--- src/rtl/core/tta_pkg.sv ---
// Package for the triangle tangent accumulator: widths, commands, controller states, interface structs, helpers.
// No dependencies.
`default_nettype none
package tta_pkg;
	localparam int VERTEX_DEPTH = 1024;
	localparam int IDX_W = $clog2(VERTEX_DEPTH);
	localparam int ACC_W = 48;

	typedef enum logic [1:0] {
		CMD_CLEAR = 2'd0,
		CMD_LOAD  = 2'd1,
		CMD_TRI   = 2'd2,
		CMD_READ  = 2'd3
	} cmd_t;

	// Controller states
	typedef enum logic [4:0] {
		ST_IDLE,
		ST_CLEAR,
		ST_RD1, ST_RD2, ST_RD3, ST_CAP3,
		ST_DELTA,
		ST_MUL_A, ST_MUL_B,
		ST_DET,
		ST_DIV,
		ST_NUM_A, ST_NUM_B,
		ST_DIR_A, ST_DIR_B, ST_DIR_C, ST_DIR_D,
		ST_ACC_RD, ST_ACC_WAIT, ST_ACC_WR,
		ST_RDV, ST_RDV_WAIT, ST_OUT
	} state_t;

	// Controller to datapath
	typedef struct packed {
		logic       clr_wr;
		logic       clr_flag;
		logic       load_wr;
		logic       cap_in;
		logic [1:0] vsel;
		logic       vrd;
		logic       vcap;
		logic       delta;
		logic       mul_a;
		logic       mul_b;
		logic       det;
		logic       div_start;
		logic       num_a;
		logic       num_b;
		logic [1:0] dir_step;
		logic       dir_en;
		logic [1:0] csel;
		logic       acc_rd;
		logic       acc_wr;
		logic       rdv;
		logic       out_load;
	} ctl_t;

	// Datapath to controller
	typedef struct packed {
		logic deg;
		logic div_busy;
		logic clr_last;
	} sts_t;

	function automatic logic signed [31:0] sat32(input logic signed [32:0] v);
		if (v > 33'sd2147483647) return 32'sh7FFFFFFF;
		if (v < -33'sd2147483648) return 32'sh80000000;
		return v[31:0];
	endfunction

	function automatic logic signed [ACC_W-1:0] sat48(input logic signed [ACC_W:0] v);
		logic signed [ACC_W:0] mx;
		mx = {2'b00, {(ACC_W-1){1'b1}}};
		if (v > mx) return {1'b0, {(ACC_W-1){1'b1}}};
		if (v < -mx - 1) return {1'b1, {(ACC_W-1){1'b0}}};
		return v[ACC_W-1:0];
	endfunction

	// trunc toward zero of a 64-bit product by 2^16
	function automatic logic signed [47:0] trq16(input logic signed [63:0] p);
		logic signed [63:0] a;
		a = (p < 0) ? p + 64'sd65535 : p;
		return a[63:16];
	endfunction
endpackage
`default_nettype wire

--- src/rtl/core/tta_ctrl.sv ---
// Controller state machine: sequences clear, load, triangle and read commands.
// Depends on tta_pkg.
`default_nettype none
module tta_ctrl
	import tta_pkg::*;
(
	input  wire logic       clk,
	input  wire logic       arst_n,
	input  wire logic       in_valid,
	output logic            in_ready,
	input  wire logic [1:0] in_cmd,
	output logic            out_valid,
	input  wire logic       out_ready,
	input  wire sts_t       sts,
	output ctl_t            ctl
);
	state_t st_q, st_d;
	logic [1:0] cnt_q, cnt_d;
	logic [1:0] cmd_q;
	logic [2:0] dirn_q, dirn_d;
	logic ov_q;
	logic acc_in;
	// load write happens the cycle after acceptance
	logic ov_load_q;

	assign acc_in = in_valid && in_ready;
	assign in_ready = (st_q == ST_IDLE);
	assign out_valid = ov_q;

	// next state
	always_comb begin
		st_d = st_q;
		cnt_d = cnt_q;
		dirn_d = dirn_q;
		unique case (st_q)
			ST_IDLE: if (acc_in) begin
				unique case (cmd_t'(in_cmd))
					CMD_CLEAR: st_d = ST_CLEAR;
					CMD_LOAD:  st_d = ST_IDLE;
					CMD_TRI:   st_d = ST_RD1;
					default:   st_d = ST_RDV;
				endcase
			end
			ST_CLEAR: if (sts.clr_last) st_d = ST_IDLE;
			ST_RD1: st_d = ST_RD2;
			ST_RD2: st_d = ST_RD3;
			ST_RD3: st_d = ST_CAP3;
			ST_CAP3: st_d = ST_DELTA;
			ST_DELTA: st_d = ST_MUL_A;
			ST_MUL_A: st_d = ST_MUL_B;
			ST_MUL_B: st_d = ST_DET;
			ST_DET: st_d = ST_DIV;
			ST_DIV: if (!sts.div_busy && cnt_q == 2'd1) st_d = sts.deg ? ST_IDLE : ST_NUM_A;
				else cnt_d = 2'd1;
			ST_NUM_A: begin st_d = ST_NUM_B; cnt_d = '0; dirn_d = '0; end
			ST_NUM_B: st_d = ST_DIR_A;
			ST_DIR_A: begin st_d = ST_DIR_B; cnt_d = 2'd1; end
			ST_DIR_B: begin st_d = ST_DIR_C; cnt_d = 2'd2; end
			ST_DIR_C: begin st_d = ST_DIR_D; cnt_d = 2'd3; end
			ST_DIR_D: begin
				cnt_d = '0;
				dirn_d = dirn_q + 3'd1;
				st_d = (dirn_q == 3'd5) ? ST_ACC_RD : ST_DIR_A;
			end
			ST_ACC_RD: st_d = ST_ACC_WAIT;
			ST_ACC_WAIT: st_d = ST_ACC_WR;
			ST_ACC_WR: begin
				cnt_d = cnt_q + 2'd1;
				st_d = (cnt_q == 2'd2) ? ST_IDLE : ST_ACC_RD;
			end
			ST_RDV: st_d = ST_RDV_WAIT;
			ST_RDV_WAIT: st_d = ST_OUT;
			ST_OUT: if (!ov_q || out_ready) st_d = ST_IDLE;
			default: st_d = ST_IDLE;
		endcase
		if (st_q == ST_DET) cnt_d = '0;
	end

	// outputs
	always_comb begin
		ctl = '0;
		ctl.cap_in = acc_in;
		ctl.load_wr = (st_q == ST_IDLE) && cmd_q == CMD_LOAD && ov_load_q;
		unique case (st_q)
			ST_CLEAR: begin ctl.clr_wr = 1'b1; ctl.clr_flag = 1'b1; end
			ST_RD1: begin ctl.vsel = 2'd0; ctl.vrd = 1'b1; end
			ST_RD2: begin ctl.vsel = 2'd1; ctl.vrd = 1'b1; ctl.vcap = 1'b1; end
			ST_RD3: begin ctl.vsel = 2'd2; ctl.vrd = 1'b1; ctl.vcap = 1'b1; end
			ST_CAP3: begin ctl.vsel = 2'd3; ctl.vcap = 1'b1; end
			ST_DELTA: ctl.delta = 1'b1;
			ST_MUL_A: ctl.mul_a = 1'b1;
			ST_MUL_B: ctl.mul_b = 1'b1;
			ST_DET: ctl.det = 1'b1;
			ST_DIV: ctl.div_start = (cnt_q == 2'd0);
			ST_NUM_A: ctl.num_a = 1'b1;
			ST_NUM_B: ctl.num_b = 1'b1;
			ST_DIR_A, ST_DIR_B, ST_DIR_C, ST_DIR_D: begin
				ctl.dir_en = 1'b1;
				ctl.dir_step = cnt_q;
			end
			ST_ACC_RD: begin ctl.csel = cnt_q; ctl.acc_rd = 1'b1; end
			ST_ACC_WAIT: ctl.csel = cnt_q;
			ST_ACC_WR: begin ctl.csel = cnt_q; ctl.acc_wr = 1'b1; end
			ST_RDV: ctl.rdv = 1'b1;
			ST_OUT: ctl.out_load = (!ov_q || out_ready);
			default: ;
		endcase
	end

	// state registers; reset starts with a sweep of both memories
	always_ff @(posedge clk or negedge arst_n) begin
		if (!arst_n) begin
			st_q <= ST_CLEAR;
			cnt_q <= '0;
			dirn_q <= '0;
			cmd_q <= '0;
			ov_q <= 1'b0;
			ov_load_q <= 1'b0;
		end else begin
			st_q <= st_d;
			cnt_q <= cnt_d;
			dirn_q <= dirn_d;
			if (acc_in) cmd_q <= in_cmd;
			ov_load_q <= acc_in && in_cmd == CMD_LOAD;
			if (ctl.out_load) ov_q <= 1'b1;
			else if (out_ready) ov_q <= 1'b0;
		end
	end
endmodule
`default_nettype wire

--- config.mk ---
export PLATFORM = sky130hd
export DESIGN_NAME = tta_ctrl
export DESIGN_NICKNAME = d
export VERILOG_FILES = /design/src/rtl/core/tta_pkg.sv /design/src/rtl/core/tta_ctrl.sv
export SDC_FILE = /design/constraint.sdc
export NUM_CORES = 1
export LEC_CHECK = 0
export BUFFER_PORTS_ARGS = -buffer_cell sky130_fd_sc_hd__buf_2
export CAP_MARGIN = 0
export CORE_UTILIZATION = 45
export CTS_CLUSTER_DIAMETER = 30
export DETAILED_ROUTE_END_ITERATION = 7
export HOLD_SLACK_MARGIN = 0.08
export PLACE_DENSITY = 0.73
export SYNTH_ARGS = -nofsm -noshare
export SYNTH_HDL_FRONTEND = slang
export SYNTH_SLANG_ARGS = --single-unit
--- constraint.sdc ---
create_clock -name clk -period 1.5 [get_ports clk]
set_clock_uncertainty 0.1 [all_clocks]
set_input_delay 0.15 -clock clk [delete_from_list [all_inputs] [get_ports clk]]
set_output_delay 0.15 -clock clk [all_outputs]
set_load 0.02 [all_outputs]
==> impl_metrics.toml, run 1 <==
[yosys]
synth_top_area_share = 0.260
yosysSeqAreaShare = 0.281
netlist_area_um2 = 1250
syn-instance-count = 162
syn_area_per_cell_um2 = 7.73
synthMostInstantiatedCell = "nand2_1"
yosys_register_bits = 14
synth_area_leader_cell = "dfrtp_1"
synth_enable_flop_cells = 0
synth_cell_types = 45
netlist_top_cells_count = "nand2_1 (23), nor2_1 (18), dfrtp_1 (13)"
synth_top_flop_cell = "dfrtp_1"
synthTopCellsByArea = "dfrtp_1 (26%), nand2_1 (6.9%), nor2_1 (5.4%)"
syn_nets = 176
yosysWarnings = 0
async_flop_share = 1.00

[placement]
gp_congestion = 0.927
place_hpwl_mm = 3.14
io_buffers = 34
dpl_worst_slack_ns = -0.214

[floorplan]
ioPinCount = 35
start_util = 0.492
rows = 18
die_h_um = 54.8
fp.dieW_um = 54.8

[cts]
cts-root-buf = "clkbuf_4"
htreeDepth = 1
numCtsBuffers = 3
clkSinkCount = 14
cts_buffer_depth = 2

[timing]
crit_endpoint = "ctl[8]"
worstEpCategory = "top-level output"

[outcome]
error = "[ERROR GRT-0232] Routing congestion too high. Check the congestion heatmap in the GUI."
stop_stage = "5_1_grt"
outcome = "did not finish"

[grt]
grt_max_degree = 15
grtUsageTotal = 0.674
grt_overflow_total = 11
==> routing by layer <==
| metal | global-route usage | GRT overflow |
|---|---|---|
| met1 | 0.675 | 0 |
| met2 | 0.861 | 4 |
| met3 | 0.458 | 0 |
| met4 | 0.739 | 7 |
| met5 | 0 | 0 |
==> metrics by stage <==
step / std cells / area, um2
after floorplan: 162 / 1310
after global placement: 250 / 1710
after detailed placement: 250 / 1710
after CTS: 271 / 2110
==> cells by family after synthesis <==
kind of cell / synth area share
AND/OR/NAND/NOR: 0.341
AO/OA/AOI/OAI: 0.233
multiplexers: 0.0180
flip-flops: 0.281
buffers and inverters: 0.0779
adder cells (fa/ha/maj): 0.0500
==> what timing repair did <==
action / in CTS
endpoints found under the setup margin: 37
buffers inserted: 11
hold buffers: 5
gates resized for setup: 62
gates cloned: 1
hold endpoints to repair: 18
pin swaps: 15
==> run 2, diff against run 1 <==
--- a/config.mk
+++ b/config.mk
@@ -7,11 +7,9 @@
 export LEC_CHECK = 0
 export BUFFER_PORTS_ARGS = -buffer_cell sky130_fd_sc_hd__buf_2
 export CAP_MARGIN = 0
-export CORE_UTILIZATION = 45
-export CTS_CLUSTER_DIAMETER = 30
+export CORE_UTILIZATION = 30
 export DETAILED_ROUTE_END_ITERATION = 7
-export HOLD_SLACK_MARGIN = 0.08
-export PLACE_DENSITY = 0.73
+export PLACE_DENSITY_LB_ADDON = 0.15
 export SYNTH_ARGS = -nofsm -noshare
 export SYNTH_HDL_FRONTEND = slang
 export SYNTH_SLANG_ARGS = --single-unit
==> constraint.sdc (replaced) <==
create_clock -name clk -period 1.95 [get_ports clk]
set_clock_uncertainty 0.1 [all_clocks]
set_input_delay 0.195 -clock clk [delete_from_list [all_inputs] [get_ports clk]]
set_output_delay 0.195 -clock clk [all_outputs]
set_load 0.02 [all_outputs]
==> impl_metrics.toml, run 2 <==
[finish]
top_register = "st_q"
num-fill-cells = 406
area_delta_synth_final_pct = 25.2
drive_gt1_frac = 0.345
num_antenna_cells = 0
largest_reg_flops = 5
layout_common_cells = "buf_2 (34), nand2_1 (22), nor2_1 (17)"
fin_area_um2 = 1570
nNetsFinal = 212
multi_input_area_um2 = 823
final_common_cell = "buf_2"
final_core_util = 0.392
regArea_um2 = 355
reg_top3 = "st_q: 5 flops, dirn_q: 3 flops"

[grt]
grt_max_degree = 21
grt_pass1_wl_mm = 5.75
grt_overflow_total = 0
antenna_found_initial = 0
grt_pass1_vias = 1193
grtUsageTotal = 0.171

[yosys]
async_flop_share = 1.00
synth_top_area_share = 0.260
synth_top_flop_cell = "dfrtp_1"
synth_area_leader_cell = "dfrtp_1"
synthMostInstantiatedCell = "nand2_1"
synth_cell_types = 45
synth_enable_flop_cells = 0
yosysSeqAreaShare = 0.281
netlist_top_cells_count = "nand2_1 (23), nor2_1 (18), dfrtp_1 (13)"
yosys_register_bits = 14
syn-instance-count = 162
syn_area_per_cell_um2 = 7.73
yosysWarnings = 0
syn_nets = 176
synthTopCellsByArea = "dfrtp_1 (26%), nand2_1 (6.9%), nor2_1 (5.4%)"
netlist_area_um2 = 1250

[worst_setup_path]
worstReg2RegStart = "st_q[0]"
cp_max_fo = 17
arrival_ns = 1.58
worstSetupStartpoint = "st_q[0]"
slowest_delay_ns = 0.57
worstSetupStartpointType = "flop"
critPathRequiredTime_ns = 1.65
cp-end-kind = "primary output"
worstPathCellList = "buf_8, nand2b_1, nand2b_2, inv_1, buf_2"
worst_path_max_delay_cell = "dfstp_2"
path_class = "flop to primary output"

[cts]
clkSinkCount = 14
numCtsBuffers = 3
cts.clk_slew.worst_paths_ns = 0.05
htreeDepth = 1
cts_setup_buffers = 0
cts_buffer_depth = 2
insertion_delay_ns = 0.24
cts_tree = "built"
cts-root-buf = "clkbuf_8"

[floorplan]
fp.dieW_um = 66.6
start_util = 0.313
core_area_um2 = 4000
die-area_um2 = 4440
ioPinCount = 35
rows = 23
die_h_um = 66.6

[timing]
post-route-min-period_ns = 1.87
hold_viol_final = 0
rsz0062_at_grt = "yes"
period_share = 0.961
fin_setup_tns_ns = 0
relSlewSlack = 0.778
final_max_slew_viol_count = 0
clock.fmax_ghz = 0.534
setup_viol = 0
worst_pin_slew_ns = 0.333

[placement]
gp_congestion = 0.789
io_buffers = 34
placed_area_um2 = 1480
place_hpwl_mm = 2.65

[pwr]
power_density_nw_per_um2 = 1540
irDropWorstVdd_uv = 591
cellLeakagePower_uw = 0.000762
totalPowerFinal_uw = 2420

[outcome]
violations = "design-rule violations"
outcome = "complete, but fails checks"

[job]
maxCapViolCount = 0

[route]
drt_iter0_markers = 58
drc = 2
antenna_left = 0
via_per_inst = 5.10
routedWlPerCell_um = 13.8
firstDrtPassIters = 6
vias = 1260
wl_mm = 3.42

[hold_path]
min_from = "sts[0]"
hp-class = "input port to flop"
[run 2: routing by layer]
metal | up-vias | part of all wire | GRT usage
met5 | - | 0 | 0
met4 | 0 | 0.0088 | 0.0798
met3 | 2 | 0.036 | 0.0223
met2 | 30 | 0.48 | 0.273
met1 | 590 | 0.48 | 0.226
li1 | 638 | - | -
[run 2: cell families after synthesis]
family	Yosys count	synth area share
adder cells (fa/ha/maj)	5	0.0500
AND/OR/NAND/NOR	79	0.341
multiplexers	2	0.0180
buffers and inverters	20	0.0779
flip-flops	14	0.281
AO/OA/AOI/OAI	42	0.233
[run 2: critical path, delay by kind of cell, from the launching register on]
family,cells,cell delay [ns]
DFF,1,0.57
and+or+nand+nor,2,0.37
buffers and inverters,3,0.40
[run 2: per-stage QoR]
stage | hold slack [ns] | instances | setup WS [ns]
global placement | 0.0186 | 242 | 0.00987
finish | 0.0357 | 247 | 0.0761
CTS | 0.0325 | 247 | 0.00632
floorplan | -0.201 | 162 | 0.0939
global route | 0.0264 | 247 | -0.0126
detailed placement | 0.0186 | 242 | -0.0657
[run 2: path summary, 6_finish.rpt]
check	endpoint	slack, ns	cells after the start
worst max-delay path	ctl[22]	0.08	5
worst min-delay path	st_q[0]	0.04	2
worst max register to register	st_q[4]	0.12	6
worst min register to register	dirn_q[2]	0.38	1
max in group asynchronous	st_q[0]	1.16	2
min in group asynchronous	out_valid	0.29	2
[run 2: power by group]
part / leakage [uW] / total (uW) / switching [uW] / internal, uW
registers: 0.000173 / 559 / 143 / 416
clock network: 0.0000228 / 239 / 94.9 / 144
logic: 0.000566 / 1620 / 965 / 658
[run 2: final cells by class]
cell class / count / area share
flip-flops and latches: 14 / 0.227
multi-input cells: 128 / 0.525
clock buffers: 4 / 0.0287
inverters: 8 / 0.0192
well taps: 50 / 0.0399
repair buffers: 43 / 0.160
[run 2: timing repair]
action                                  CTS  global route
hold buffers                              1             0
endpoints found under the hold margin    13             0
endpoints found under the setup margin    7            12
gates cloned                              0             0
resized for setup                         4             8
Power figures use the tool's default switching activity.
==> run 3, diff against run 2 <==
--- a/config.mk
+++ b/config.mk
@@ -6,10 +6,12 @@
 export NUM_CORES = 1
 export LEC_CHECK = 0
 export BUFFER_PORTS_ARGS = -buffer_cell sky130_fd_sc_hd__buf_2
-export CAP_MARGIN = 0
+export CAP_MARGIN = 40
 export CORE_UTILIZATION = 30
+export CTS_CLUSTER_SIZE = 14
 export DETAILED_ROUTE_END_ITERATION = 7
 export PLACE_DENSITY_LB_ADDON = 0.15
+export REMOVE_ABC_BUFFERS = 1
 export SYNTH_ARGS = -nofsm -noshare
 export SYNTH_HDL_FRONTEND = slang
 export SYNTH_SLANG_ARGS = --single-unit
==> impl_metrics.toml, run 3 (synthesis gave the netlist of run 2 again) <==
[outcome]
outcome = "completed"

[grt]
antenna_found_initial = 0
grt_pass1_wl_mm = 5.92
grt_overflow_total = 0
grt_pass1_vias = 1253
grtUsageTotal = 0.174
grt_max_degree = 21

[finish]
final_core_util = 0.402
reg_top3 = "st_q: 5 flops, dirn_q: 3 flops"
drive_gt1_frac = 0.372
layout_common_cells = "buf_2 (34), nand2_1 (22), nor2_1 (16)"
top_register = "st_q"
regArea_um2 = 355
multi_input_area_um2 = 837
final_common_cell = "buf_2"
nNetsFinal = 214
num_antenna_cells = 0
largest_reg_flops = 5
area_delta_synth_final_pct = 28.4
num-fill-cells = 415

[floorplan]
core_area_um2 = 4000
die_h_um = 66.6
fp.dieW_um = 66.6
ioPinCount = 35
start_util = 0.313
die-area_um2 = 4440
rows = 23

[cts]
cts_buffer_depth = 2
htreeDepth = 1
cts.clk_slew.worst_paths_ns = 0.06
cts_tree = "built"
clkSinkCount = 14
cts-root-buf = "clkbuf_8"
insertion_delay_ns = 0.24
numCtsBuffers = 3

[worst_setup_path]
rrSetupSlack_ns = 0.11
cp.depth = 6
cp-end-kind = "primary output"
critPathRequiredTime_ns = 1.65
worstSetupStartpoint = "st_q[0]"
worstReg2RegStart = "st_q[0]"
worst_path_max_delay_cell = "dfstp_2"
reg2reg_depth = 6
worstSetupStartpointType = "flop"
worstPathCellList = "buf_12, inv_1, nand2_1, o21ai_0, and2_1, buf_2"
slowest_delay_ns = 0.58
path_class = "flop to primary output"
arrival_ns = 1.56
cp_max_fo = 17
critPathTopFamily = "flip-flops"
r2r-end = "st_q[3]"
endpoint = "ctl[17]"
path_buf_inv = 3

[route]
firstDrtPassIters = 4
via_per_inst = 5.07
drc = 0
routedWlPerCell_um = 14.0
vias = 1263
antenna_left = 0
drt_iter0_markers = 52
wl_mm = 3.49

[pwr]
power_density_nw_per_um2 = 1580
p_int_uw = 1300
cellLeakagePower_uw = 0.000787
p_clk_frac = 0.110
power.switching_uw = 1250
irDropWorstVdd_uv = 808
power.share.switching = 0.490
comb_power_share = 0.658
seq_power_share = 0.232

[timing]
worst_pin_slew_ns = 0.319
period_share = 0.953
clock.fmax_ghz = 0.538
final_max_slew_viol_count = 0
hold_viol_final = 0
setup_viol = 0
fin_setup_tns_ns = 0
relSlewSlack = 0.787
post-route-min-period_ns = 1.86

[placement]
io_buffers = 34
place_hpwl_mm = 2.63
gp_congestion = 0.836

[job]
maxCapViolCount = 0

[hold_path]
hp-class = "input port to flop"
[run 3: changes by cell type in the layout (fill, tap and decap cells not counted), sizes merged]
cell and delta:
buf +2
[run 3: metal layers]
| layer | wire length [um] | GRT usage | vias up | share of wire |
|---|---|---|---|---|
| li1 | - | - | 637 | - |
| met1 | 1690 | 0.235 | 590 | 0.48 |
| met2 | 1630 | 0.287 | 32 | 0.47 |
| met3 | 124 | 0.0171 | 4 | 0.036 |
| met4 | 48 | 0.0585 | 0 | 0.014 |
| met5 | 0 | 0 | - | 0 |
[run 3: layout make-up]
class                      count  share of cell area
tap                           50              0.0389
multi-input combinational    128               0.521
clock buffer                   4              0.0342
timing repair buffer          45               0.167
sequential                    14               0.221
inverter                       8              0.0187
[run 3: power by group through the flow]
stage / Sequential (uW) / Clock (uW) / Combinational, uW
finish: 589 / 280 / 1670
global route: 608 / 304 / 1850
CTS: 579 / 286 / 1580
detailed placement: 565 / 0 / 1570
global placement: 565 / 0 / 1560
floorplan: 610 / 0 / 990
[run 3: worst reg2reg max path, cell delays in order (launching register included)]
cell and delay, ns:
dfstp_2 0.58, buf_12 0.15, and2b_2 0.27, nand4_1 0.14, and2_4 0.19, o2111ai_4 0.14, o21ai_1 0.19
[run 3: worst min path at each step]
| stage | end | depth (start not counted) | startpoint | slack (ns) |
|---|---|---|---|---|
| after floorplan | cmd_q[0] | 0 | arst_n | -0.20 |
| final | st_q[0] | 2 | sts[0] | 0.03 |
| after CTS | st_q[0] | 2 | sts[0] | 0.03 |
| after detailed placement | out_valid | 1 | arst_n | 0.01 |
| after global placement | out_valid | 1 | arst_n | 0.002 |
| after global routing | st_q[0] | 2 | sts[0] | 0.04 |
[run 3: what timing repair did]
| action | CTS | global route |
|---|---|---|
| setup endpoints to repair | 10 | 11 |
| pin swaps | 0 | 2 |
| resized for setup | 5 | 8 |
| hold endpoints to repair | 13 | 0 |
| setup buffers | 0 | 3 |
| hold buffers | 1 | 0 |
[run 3: stage by stage]
stage	worst slack, ns	cell area, um2	total power (uW)	cells	hold slack (ns)
2_1_floorplan	-0.117	1180	1600	150	-0.201
3_3_place_gp	-0.00868	1480	2120	241	0.00177
3_5_place_dp	-0.0917	1480	2140	241	0.0107
4_1_cts	0.0159	1560	2450	246	0.0317
5_1_grt	-0.00252	1610	2760	249	0.0357
6_report	0.0926	1610	2540	249	0.0297
==> run 4, diff against run 3 <==
--- a/config.mk
+++ b/config.mk
@@ -7,9 +7,10 @@
 export LEC_CHECK = 0
 export BUFFER_PORTS_ARGS = -buffer_cell sky130_fd_sc_hd__buf_2
 export CAP_MARGIN = 40
-export CORE_UTILIZATION = 30
+export CORE_AREA = 2 2 63 65
 export CTS_CLUSTER_SIZE = 14
 export DETAILED_ROUTE_END_ITERATION = 7
+export DIE_AREA = 0 0 65 67
 export PLACE_DENSITY_LB_ADDON = 0.15
 export REMOVE_ABC_BUFFERS = 1
 export SYNTH_ARGS = -nofsm -noshare
==> impl_metrics.toml, run 4 (synthesis gave the netlist of run 2 again) <==
[worst_setup_path]
arrival_ns = 1.61
reg2reg_depth = 6
cp-end-kind = "primary output"
cp_max_fo = 9
critPathRequiredTime_ns = 1.65
path_class = "flop to primary output"
worstSetupStartpointType = "flop"

[cts]
cts_buffer_depth = 2
cts-root-buf = "clkbuf_8"
htreeDepth = 1
numCtsBuffers = 3
cts.clk_slew.worst_paths_ns = 0.06
cts_tree = "built"
insertion_delay_ns = 0.24
clkSinkCount = 14

[timing]
hold_viol_final = 0
hold_slack_ns = 0.0338
period_share = 0.978
setup_viol = 0
worst_pin_slew_ns = 0.328
relSlewSlack = 0.781
fin_setup_tns_ns = 0
post-route-min-period_ns = 1.91
final_max_slew_viol_count = 0
clock.fmax_ghz = 0.524

[route]
via_per_inst = 5.18
routedWlPerCell_um = 14.6
drt_iter0_markers = 48
vias = 1296
firstDrtPassIters = 4
wl_mm = 3.66
antenna_left = 0
drc = 0

[grt]
use_met2 = 0.290
grt_most_used_layer = "met2"
grt_pass1_wl_mm = 5.95
grt_max_degree = 21
grt_util_met1 = 0.241
use_met3 = 0.00676
antenna_found_initial = 0
grt_pass1_vias = 1232
grt_overflow_total = 0
grtUsageTotal = 0.174

[finish]
area_delta_synth_final_pct = 30.1
fin_cells = 250
fin_area_um2 = 1630
num-fill-cells = 380
reg_top3 = "st_q: 5 flops, dirn_q: 3 flops"
num_antenna_cells = 0
largest_reg_flops = 5
final_common_cell = "buf_2"
top_register = "st_q"
nNetsFinal = 217
layout_common_cells = "buf_2 (34), nand2_1 (20), nor2_1 (16)"
drive_gt1_frac = 0.386

[floorplan]
start_util = 0.347
die_h_um = 67
ioPinCount = 35
die-area_um2 = 4360
core_area_um2 = 3610
fp.dieW_um = 65
rows = 22

[hold_path]
hp-class = "input port to flop"
hold_depth = 2

[placement]
place_hpwl_mm = 2.69
io_buffers = 34
dpl.cell_count = 241
placed_area_um2 = 1480
gp_congestion = 0.905

[job]
maxCapViolCount = 0

[pwr]
irDropWorstVdd_uv = 982
power_density_nw_per_um2 = 1590
cellLeakagePower_uw = 0.000802

[outcome]
outcome = "completed"
==> run 4: critical path, cell delays in order (launching register included) <==
cell and delay, ns:
dfstp_2 0.62, buf_6 0.16, and2b_1 0.25, nand3_1 0.13
nor2_1 0.05, buf_2 0.16
==> run 4: per-stage QoR <==
stage	util	worst slack, ns	total power, uW
after global routing	0.452	-0.000531	2790
final	0.452	0.0421	2590
after floorplan	-	-0.117	1600
after global placement	0.411	0.0234	2110
after detailed placement	0.411	-0.0927	2130
after CTS	0.434	0.00650	2460
==> run 4: path summary, 6_finish.rpt <==
check	start	slack, ns	to
setup / recovery	st_q[0]	0.04	ctl[0]
hold / removal	sts[0]	0.03	st_q[0]
setup reg to reg	st_q[0]	0.09	st_q[4]
hold reg to reg	dirn_q[2]	0.38	dirn_q[2]
max in group asynchronous	arst_n	1.18	st_q[0]
min in group asynchronous	arst_n	0.28	ov_load_q
==> run 4: where the power goes <==
group / internal [uW] / switching, uW / total [uW] / leakage (uW)
sequential: 416 / 175 / 591 / 0.000173
combinational: 721 / 992 / 1710 / 0.000600
clock: 179 / 106 / 285 / 0.0000288
total: 1320 / 1270 / 2590 / 0.000802
==> run 4: timing repair <==
item | CTS | global route
setup buffers | 1 | 3
pin swaps | 0 | 2
endpoints found under the hold margin | 13 | 0
setup endpoints to repair | 17 | 12
hold buffers | 1 | 0
resized for setup | 5 | 14
==> run 4: routing by layer <==
layer / up-vias / wire length, um / share of wire
met5: - / 0 / 0
met4: 0 / 27 / 0.0074
met3: 2 / 131 / 0.036
met2: 35 / 1780 / 0.49
met1: 611 / 1710 / 0.47
li1: 648 / - / -
==> run 4: area by class of cell <==
type | instances | area [um2] | share of cell area
timing repair buffer | 48 | 282 | 0.173
sequential | 14 | 355 | 0.218
tap | 48 | 60.1 | 0.0369
clock buffer | 4 | 55.1 | 0.0338
inverter | 8 | 30.0 | 0.0184
multi-input combinational | 128 | 847 | 0.520
